File: src/dlseq_pkg.sv
package dlseq_pkg;

    // Default set size.
    localparam int MAX_JOBS_DEF = 32;

    // Field widths.
    localparam int ID_W   = 16;
    localparam int DL_W   = 10;
    localparam int PR_W   = 16;
    localparam int DONE_W = 6;
    localparam int SUM_W  = 21;

    // Saturation limits of the totals.
    localparam logic [DONE_W-1:0] DONE_MAX = {DONE_W{1'b1}};
    localparam logic [SUM_W-1:0]  SUM_MAX  = {SUM_W{1'b1}};

    // Stream word widths, padded to whole bytes.
    localparam int IN_TDATA_W  = 48;
    localparam int OUT_TDATA_W = 48;

    // One stored job.
    typedef struct packed {
        logic [ID_W-1:0] id;
        logic [DL_W-1:0] dl;
        logic [PR_W-1:0] pr;
    } t_job;

endpackage

File: src/deadline_job_sequencer.sv
// Channel   Direction  Word contents
// -------   ---------  ------------------------------------------------------
// s (in)    slave      one job: id, deadline, profit; tlast closes the set
// m (out)   master     one scheduled id with final count and profit sum;
//                      tuser marks a valid id, tlast marks the last result
//
// Loading accepts one job per cycle. After the closing word, each scheduling
// pass scans the job store once (one read port with registered read data)
// and then places the best job in the ST_PLACE state. A set of n jobs
// needs n such passes plus one final scan that finds nothing before the
// first result. Each result is then read from the placed-id memory and
// registered for output in ST_EMIT_RD, and is held in ST_EMIT_WAIT for any
// output stall. Reset is synchronous and clears all control state; memories
// are not cleared. A stalled output holds its word, and no input is taken
// until the last result has been taken.
module deadline_job_sequencer #(
    parameter int MAX_JOBS = dlseq_pkg::MAX_JOBS_DEF
) (
    input  logic                                i_clk,
    input  logic                                i_rst_n,
    // Bits from 0: job_id[15:0], job_deadline[25:16], job_profit[41:26].
    input  logic [dlseq_pkg::IN_TDATA_W-1:0]    i_s_tdata,
    input  logic                                i_s_tvalid,
    input  logic                                i_s_tlast,
    output logic                                o_s_tready,
    // Bits from 0: sched_id[15:0], jobs_done[21:16], profit_sum[42:22].
    output logic [dlseq_pkg::OUT_TDATA_W-1:0]   o_m_tdata,
    // Bits from 0: has_job.
    output logic                                o_m_tuser,
    output logic                                o_m_tvalid,
    output logic                                o_m_tlast,
    input  logic                                i_m_tready
);

    import dlseq_pkg::*;

    localparam int IDX_W = (MAX_JOBS > 1) ? $clog2(MAX_JOBS) : 1;
    localparam int CNT_W = $clog2(MAX_JOBS + 1);
    localparam logic [CNT_W-1:0] CNT_MAX = CNT_W'(MAX_JOBS);

    typedef enum logic [2:0] {
        ST_LOAD,
        ST_SCAN,
        ST_PLACE,
        ST_EMIT_RD,
        ST_EMIT_WAIT
    } t_state;

    t_state r_state;

    // Job store and placed-id memory.
    t_job            r_job_mem [MAX_JOBS];
    logic [ID_W-1:0] r_pl_mem  [MAX_JOBS];
    t_job            r_job_rd;
    logic [ID_W-1:0] r_pl_rd;

    // Control and scheduling state.
    logic [CNT_W-1:0]    r_count;
    logic [CNT_W-1:0]    r_n;
    logic [CNT_W-1:0]    r_scan;
    logic                r_rd_vld;
    logic [IDX_W-1:0]    r_rd_idx;
    logic [MAX_JOBS-1:0] r_used;
    logic [MAX_JOBS-1:0] r_slot;
    logic                r_best_vld;
    logic [IDX_W-1:0]    r_best_idx;
    t_job                r_best;
    logic [CNT_W-1:0]    r_nplaced;
    logic [CNT_W-1:0]    r_k;
    logic [DONE_W-1:0]   r_done;
    logic [SUM_W-1:0]    r_sum;
    logic                r_out_vld;
    logic                r_out_has;
    logic                r_out_last;

    t_job              in_job;
    logic              in_acc;
    logic              take_better;
    logic              slot_hit;
    logic [IDX_W-1:0]  slot_idx;
    logic [SUM_W:0]    sum_ext;
    logic [SUM_W-1:0]  n_sum;

    assign in_job.id = i_s_tdata[15:0];
    assign in_job.dl = i_s_tdata[25:16];
    assign in_job.pr = i_s_tdata[41:26];
    assign in_acc    = i_s_tvalid && o_s_tready;

    // A fresh read beats the current best only with strictly higher profit.
    assign take_better = r_rd_vld && !r_used[r_rd_idx]
                         && (!r_best_vld || (r_job_rd.pr > r_best.pr));

    // Latest free slot at or before the deadline; bit i stands for slot i + 1.
    always_comb begin
        slot_hit = 1'b0;
        slot_idx = '0;
        for (int i = 0; i < MAX_JOBS; i++) begin
            if (!r_slot[i] && (DL_W'(i) < r_best.dl)) begin
                slot_hit = 1'b1;
                slot_idx = IDX_W'(i);
            end
        end
    end

    // Saturating profit total.
    assign sum_ext = {1'b0, r_sum} + (SUM_W + 1)'(r_best.pr);
    assign n_sum   = sum_ext[SUM_W] ? SUM_MAX : sum_ext[SUM_W-1:0];

    // Job store: written while loading, read during the scan.
    always_ff @(posedge i_clk) begin
        if (in_acc && (r_count < CNT_MAX)) begin
            r_job_mem[r_count[IDX_W-1:0]] <= in_job;
        end
        if (r_state == ST_SCAN && r_scan < r_n) begin
            r_job_rd <= r_job_mem[r_scan[IDX_W-1:0]];
        end
    end

    // Placed ids: written in scheduling order, read back for output.
    always_ff @(posedge i_clk) begin
        if (r_state == ST_PLACE && slot_hit) begin
            r_pl_mem[r_nplaced[IDX_W-1:0]] <= r_best.id;
        end
        if (r_state == ST_EMIT_RD) begin
            r_pl_rd <= r_pl_mem[r_k[IDX_W-1:0]];
        end
    end

    // Sequencer.
    always_ff @(posedge i_clk) begin
        if (!i_rst_n) begin
            r_state    <= ST_LOAD;
            r_count    <= '0;
            r_n        <= '0;
            r_scan     <= '0;
            r_rd_vld   <= 1'b0;
            r_rd_idx   <= '0;
            r_used     <= '0;
            r_slot     <= '0;
            r_best_vld <= 1'b0;
            r_best_idx <= '0;
            r_best     <= '0;
            r_nplaced  <= '0;
            r_k        <= '0;
            r_done     <= '0;
            r_sum      <= '0;
            r_out_vld  <= 1'b0;
            r_out_has  <= 1'b0;
            r_out_last <= 1'b0;
        end else begin
            unique case (r_state)
                ST_LOAD: begin
                    if (in_acc) begin
                        if (i_s_tlast) begin
                            r_n        <= (r_count < CNT_MAX) ? r_count + 1'b1 : r_count;
                            r_count    <= '0;
                            r_scan     <= '0;
                            r_rd_vld   <= 1'b0;
                            r_used     <= '0;
                            r_slot     <= '0;
                            r_best_vld <= 1'b0;
                            r_nplaced  <= '0;
                            r_done     <= '0;
                            r_sum      <= '0;
                            r_state    <= ST_SCAN;
                        end else if (r_count < CNT_MAX) begin
                            r_count <= r_count + 1'b1;
                        end
                    end
                end
                ST_SCAN: begin
                    // Issue the next read and judge the one that came back.
                    if (r_scan < r_n) begin
                        r_rd_vld <= 1'b1;
                        r_rd_idx <= r_scan[IDX_W-1:0];
                        r_scan   <= r_scan + 1'b1;
                    end else begin
                        r_rd_vld <= 1'b0;
                    end
                    if (take_better) begin
                        r_best_vld <= 1'b1;
                        r_best_idx <= r_rd_idx;
                        r_best     <= r_job_rd;
                    end
                    if (r_scan == r_n && !r_rd_vld) begin
                        r_k     <= '0;
                        r_state <= r_best_vld ? ST_PLACE : ST_EMIT_RD;
                    end
                end
                ST_PLACE: begin
                    r_used[r_best_idx] <= 1'b1;
                    if (slot_hit) begin
                        r_slot[slot_idx] <= 1'b1;
                        r_nplaced        <= r_nplaced + 1'b1;
                        if (r_done != DONE_MAX) begin
                            r_done <= r_done + 1'b1;
                        end
                        r_sum <= n_sum;
                    end
                    r_scan     <= '0;
                    r_rd_vld   <= 1'b0;
                    r_best_vld <= 1'b0;
                    r_state    <= ST_SCAN;
                end
                ST_EMIT_RD: begin
                    // The read data lands in the same edge that raises valid.
                    r_out_vld  <= 1'b1;
                    r_out_has  <= (r_nplaced != '0);
                    r_out_last <= (r_nplaced == '0) || (r_k + 1'b1 == r_nplaced);
                    r_state    <= ST_EMIT_WAIT;
                end
                ST_EMIT_WAIT: begin
                    if (i_m_tready) begin
                        r_out_vld <= 1'b0;
                        if (r_out_last) begin
                            r_state <= ST_LOAD;
                        end else begin
                            r_k     <= r_k + 1'b1;
                            r_state <= ST_EMIT_RD;
                        end
                    end
                end
                default: begin
                    r_state <= ST_LOAD;
                end
            endcase
        end
    end

    // Ports.
    assign o_s_tready = (r_state == ST_LOAD);
    assign o_m_tvalid = r_out_vld;
    assign o_m_tuser  = r_out_has;
    assign o_m_tlast  = r_out_last;
    assign o_m_tdata  = {(OUT_TDATA_W - ID_W - DONE_W - SUM_W)'(0),
                         r_sum, r_done, (r_out_has ? r_pl_rd : ID_W'(0))};

endmodule

File: config.mk
export PLATFORM = sky130hd
export DESIGN_NAME = deadline_job_sequencer
export DESIGN_NICKNAME = d
export VERILOG_FILES = /design/src/dlseq_pkg.sv /design/src/deadline_job_sequencer.sv
export SDC_FILE = /design/constraint.sdc
export NUM_CORES = 2
export LEC_CHECK = 0
export BUFFER_PORTS_ARGS = -buffer_cell sky130_fd_sc_hd__buf_2
export CORE_UTILIZATION = 50
export DETAILED_ROUTE_END_ITERATION = 10
export GPL_ROUTABILITY_DRIVEN = 0
export PLACE_DENSITY = 0.68
export SYNTH_ARGS = -nofsm -noshare
export SYNTH_HDL_FRONTEND = slang
export SYNTH_SLANG_ARGS = --single-unit
File: constraint.sdc
create_clock -name i_clk -period 3.83 [get_ports i_clk]
set_input_delay 0.5745 -clock i_clk [delete_from_list [all_inputs] [get_ports i_clk]]
set_output_delay 0.5745 -clock i_clk [all_outputs]
set_load 0.02 [all_outputs]
==> qor.yml <==
worstHoldPathCells: 2
drive_above_1_share_pct: 22.5
vdd_ir_drop_max_mv: 0.481
drt-vias-per-instance: 6.15
share_seq_of_total_power_pct: 51.7
cts.sink_count: 2095
area_growth_synth_to_finish_pct: 13.7
cts-root-buf: "sky130_fd_sc_hd__clkbuf_16"
grt_pass1_wl_mm: 292
hold_viol_final: 0
synthesis.instances: 4693
synthesized_flop_and_latch_total: 2095
cts.hold.buffers_added: 0
effective_utilization_at_floorplan_pct: 50.4
final_cells: 7318
setup_viol: 0
cts_max_path_buffers: 3
die_width_microns: 410
power.switching_fraction_pct: 23.1
violations: "DRC"
floorplan.core_area_sq_um: 165000
sum_of_routed_wire_length_over_all_layers_mm: 199
critPathRequiredTime_ns: 4.34
power.density_nw_per_um2: 521
final.fill_count: 12253
synth_enable_flop_cells: 1914
die_area_sq_um: 168000
maxCapViolCount: 0
r2r_end: "r_pl_mem[1][9]$_DFFE_PP_"
ant_nets: 0
critical_path.max_fanout: 25
place.port_buffers: 93
tritoncts: "yes"
post-route-cell-area_sq_um: 94700
ffs_w_async_s_r_synth_pct: 0
cts_resized: 0
cts_buffers: 203
ys_types: 94
grt_remaining_overflow: 0
setup.worst_path.start_class: "flip-flop"
dr_total_vias: 45032
worstHoldPathType: "in -> reg"
post-route-period-util_pct: 93.5
postPlaceCellArea_sq_um: 88200
comb_power_share_pct: 9.0
finalPower_mw: 49.3
cts.reportedPaths.clkPinSlew_ns: 0.06
synth_warnings: 0
drc: 50
p_sw_mw: 11.4
io-pin-count: 105
die_h_microns: 410
synth_flop_cell: "sky130_fd_sc_hd__edfxtp_1"
cts-htree-levels: 4
clock_power_share_pct: 39.3
holdCritStartpoint: "i_rst_n"
r2r_depth: 8
crit_path_end_kind: "flip-flop"
type_of_the_worst_setup_path: "reg -> reg"
min_period_ns: 3.58
dr.pass1.iters: 9
clkLatencyLatePin_ns: 0.85
worst_slew_margin_rel_pct: 11.6
track_usage_pct: 23.6
dr.first_iter.drc_count: 4867
worst_hold_margin_ns: 0.0880
layout.nets: 5053
standby_leakage_power_nw: 29.7
worst_ep_arrival_time_ns: 4.09
worstMarginPinSlew_ns: 1.32
post-dp-hpwl_mm: 112
post_cts_buffers: 0
sequential_area_share_after_synthesis_pct: 73.4
grt_max_degree: 89
via_count_of_the_first_global_routing_pass: 43714
avgRoutedWirePerCell_microns: 27.2
multi_input_combinational_cell_area_sq_um: 21200
rows: 149
crit-reg2reg-launch: "r_best[19]$_SDFFE_PN0P_"
grt_antenna_before_repair: 13
timing.reg2reg.setup_slack_ns: 0.25
post-route-util_pct: 57.3
avgSynthCellArea_sq_um: 17.7
run_status: "complete, but fails checks"
rsz0062_at_grt: "false"
min_to: "r_sum[2]$_SDFFE_PN0P_"
mappedNetlistArea_sq_um: 83300
fin_worst_skew_ns: 0.0500
timing.final.max_slew_violations: 0
final-seq-area_sq_um: 61100
intPower_mw: 37.9
max_clock_freq_ghz: 0.279
place.detailed.instances: 6934
-- stage by stage --
stage	setup TNS, ns	setup slack (ns)
after floorplan	-189.45	-0.190
after global placement	0	0.405
after detailed placement	0	0.416
after CTS	0	0.380
after global routing	0	0.147
final	0	0.250
-- critical path, cell delays in order (launching register included) --
cell and delay, ns:
sky130_fd_sc_hd__dfxtp_1 0.90, sky130_fd_sc_hd__inv_1 0.20, sky130_fd_sc_hd__o32ai_1 0.33, sky130_fd_sc_hd__o22ai_1 0.17, sky130_fd_sc_hd__o2111a_1 0.26, sky130_fd_sc_hd__a41oi_4 0.40, sky130_fd_sc_hd__nand2_1 0.45, sky130_fd_sc_hd__nor2_1 0.29
sky130_fd_sc_hd__buf_4 0.23
-- cell usage after synthesis, types with 16 or more instances --
cell type | count | area, sq um
sky130_fd_sc_hd__inv_1 | 47 | 176
sky130_fd_sc_hd__buf_1 | 70 | 263
sky130_fd_sc_hd__buf_2 | 22 | 110
sky130_fd_sc_hd__a21oi_1 | 232 | 1160
sky130_fd_sc_hd__xor2_1 | 17 | 149
sky130_fd_sc_hd__mux2_2 | 100 | 1130
sky130_fd_sc_hd__mux2i_1 | 300 | 3000
sky130_fd_sc_hd__dfxtp_1 | 181 | 3620
sky130_fd_sc_hd__clkbuf_1 | 163 | 612
sky130_fd_sc_hd__a22o_1 | 35 | 307
sky130_fd_sc_hd__nor2_1 | 164 | 616
sky130_fd_sc_hd__nor3_1 | 24 | 120
sky130_fd_sc_hd__o21ai_0 | 171 | 856
sky130_fd_sc_hd__o221ai_1 | 127 | 1110
sky130_fd_sc_hd__nand2_1 | 330 | 1240
sky130_fd_sc_hd__nand3_1 | 30 | 150
sky130_fd_sc_hd__and2_1 | 30 | 188
sky130_fd_sc_hd__mux4_2 | 338 | 7610
sky130_fd_sc_hd__o22ai_1 | 46 | 288
sky130_fd_sc_hd__ha_1 | 49 | 613
sky130_fd_sc_hd__a211oi_1 | 16 | 120
sky130_fd_sc_hd__edfxtp_1 | 1914 | 57500
-- routing by layer --
metal	vias to the layer above	GRT usage, %	part of all wire [%]
li1	19432	-	-
met1	23419	34.1	42
met2	1888	37.4	48
met3	287	4.01	7.8
met4	6	6.07	2.2
met5	-	0	0.022
-- state kept, by name (all words and copies together), names as in the netlist, 16 cells and up --
register   cells
r_job_rd      42
r_pl_mem     512
r_sum         21
r_used        32
r_job_mem   1344
r_slot        32
r_best        42
r_pl_rd       16
-- logic make-up after synthesis --
kind of cell / share of synthesized area, %
muxes: 14.1
AOI/OAI and AO/OA: 6.07
other: 0.00450
and+or+nand+nor: 3.85
buffers and inverters: 1.54
xor gates and xnor gates: 0.284
adders and majority gates: 0.784
DFF: 73.4
-- placed cells by master, fill, tap and decap left out, types with 12 or more instances in the layout --
cell type / synthesis / final
sky130_fd_sc_hd__edfxtp_1: 1914 / 1914
sky130_fd_sc_hd__mux4_2: 338 / 338
sky130_fd_sc_hd__nand2_1: 330 / 328
sky130_fd_sc_hd__mux2i_1: 300 / 300
sky130_fd_sc_hd__a21oi_1: 232 / 231
sky130_fd_sc_hd__clkbuf_16: 0 / 205
sky130_fd_sc_hd__dfxtp_1: 181 / 172
sky130_fd_sc_hd__o21ai_0: 171 / 171
sky130_fd_sc_hd__buf_4: 10 / 164
sky130_fd_sc_hd__o221ai_1: 127 / 127
sky130_fd_sc_hd__nor2_1: 164 / 115
sky130_fd_sc_hd__mux2_2: 100 / 100
sky130_fd_sc_hd__buf_2: 22 / 92
sky130_fd_sc_hd__buf_12: 0 / 61
sky130_fd_sc_hd__clkinv_1: 0 / 50
sky130_fd_sc_hd__ha_1: 49 / 49
sky130_fd_sc_hd__inv_1: 47 / 47
sky130_fd_sc_hd__o22ai_1: 46 / 46
sky130_fd_sc_hd__clkbuf_1: 163 / 45
sky130_fd_sc_hd__clkinv_2: 0 / 38
sky130_fd_sc_hd__a22o_1: 35 / 35
sky130_fd_sc_hd__nor2_4: 2 / 34
sky130_fd_sc_hd__nand3_1: 30 / 30
sky130_fd_sc_hd__and2_1: 30 / 29
sky130_fd_sc_hd__nor3_1: 24 / 24
sky130_fd_sc_hd__nor2_2: 1 / 18
sky130_fd_sc_hd__xor2_1: 17 / 17
sky130_fd_sc_hd__a211oi_1: 16 / 16
sky130_fd_sc_hd__nor2b_1: 15 / 15
sky130_fd_sc_hd__a31oi_1: 15 / 15
sky130_fd_sc_hd__o21a_1: 15 / 15
sky130_fd_sc_hd__bufinv_16: 0 / 13
sky130_fd_sc_hd__a21o_1: 12 / 12
sky130_fd_sc_hd__nand4_1: 12 / 12
-- worst max-delay path by stage --
stage / endpoint / startpoint / slack (ns)
after global placement: r_pl_mem[17][9]$_DFFE_PP_ / r_best[19]$_SDFFE_PN0P_ / 0.40
after floorplan: r_job_mem[12][0]$_DFFE_PP_ / r_state[1]$_SDFFE_PN0P_ / -0.19
final: r_pl_mem[1][9]$_DFFE_PP_ / r_best[19]$_SDFFE_PN0P_ / 0.25
after detailed placement: r_pl_mem[17][9]$_DFFE_PP_ / r_best[19]$_SDFFE_PN0P_ / 0.42
after CTS: r_pl_mem[20][12]$_DFFE_PP_ / r_best[19]$_SDFFE_PN0P_ / 0.38
after global routing: r_pl_mem[21][3]$_DFFE_PP_ / r_best[19]$_SDFFE_PN0P_ / 0.15
-- power by group through the flow --
stage               Combinational [mW]  Clock (mW)  Sequential, mW
finish                            4.46        19.4            25.5
floorplan                         2.96           0            25.9
detailed placement                4.45           0            26.0
global route                      4.78        20.6            25.5
CTS                               4.47        19.7            25.5
global placement                  4.40           0            25.9
-- area by class of cell --
cell class / count / share of cell area, %
antenna: 4 / 0.0106
inverter: 49 / 0.194
tap: 2189 / 2.89
sequential: 2095 / 64.5
clock buffer: 256 / 5.68
clock inverter: 124 / 1.18
multi-input combinational: 2284 / 22.4
timing repair buffer: 317 / 3.08
(Power assumes the default switching activity.)
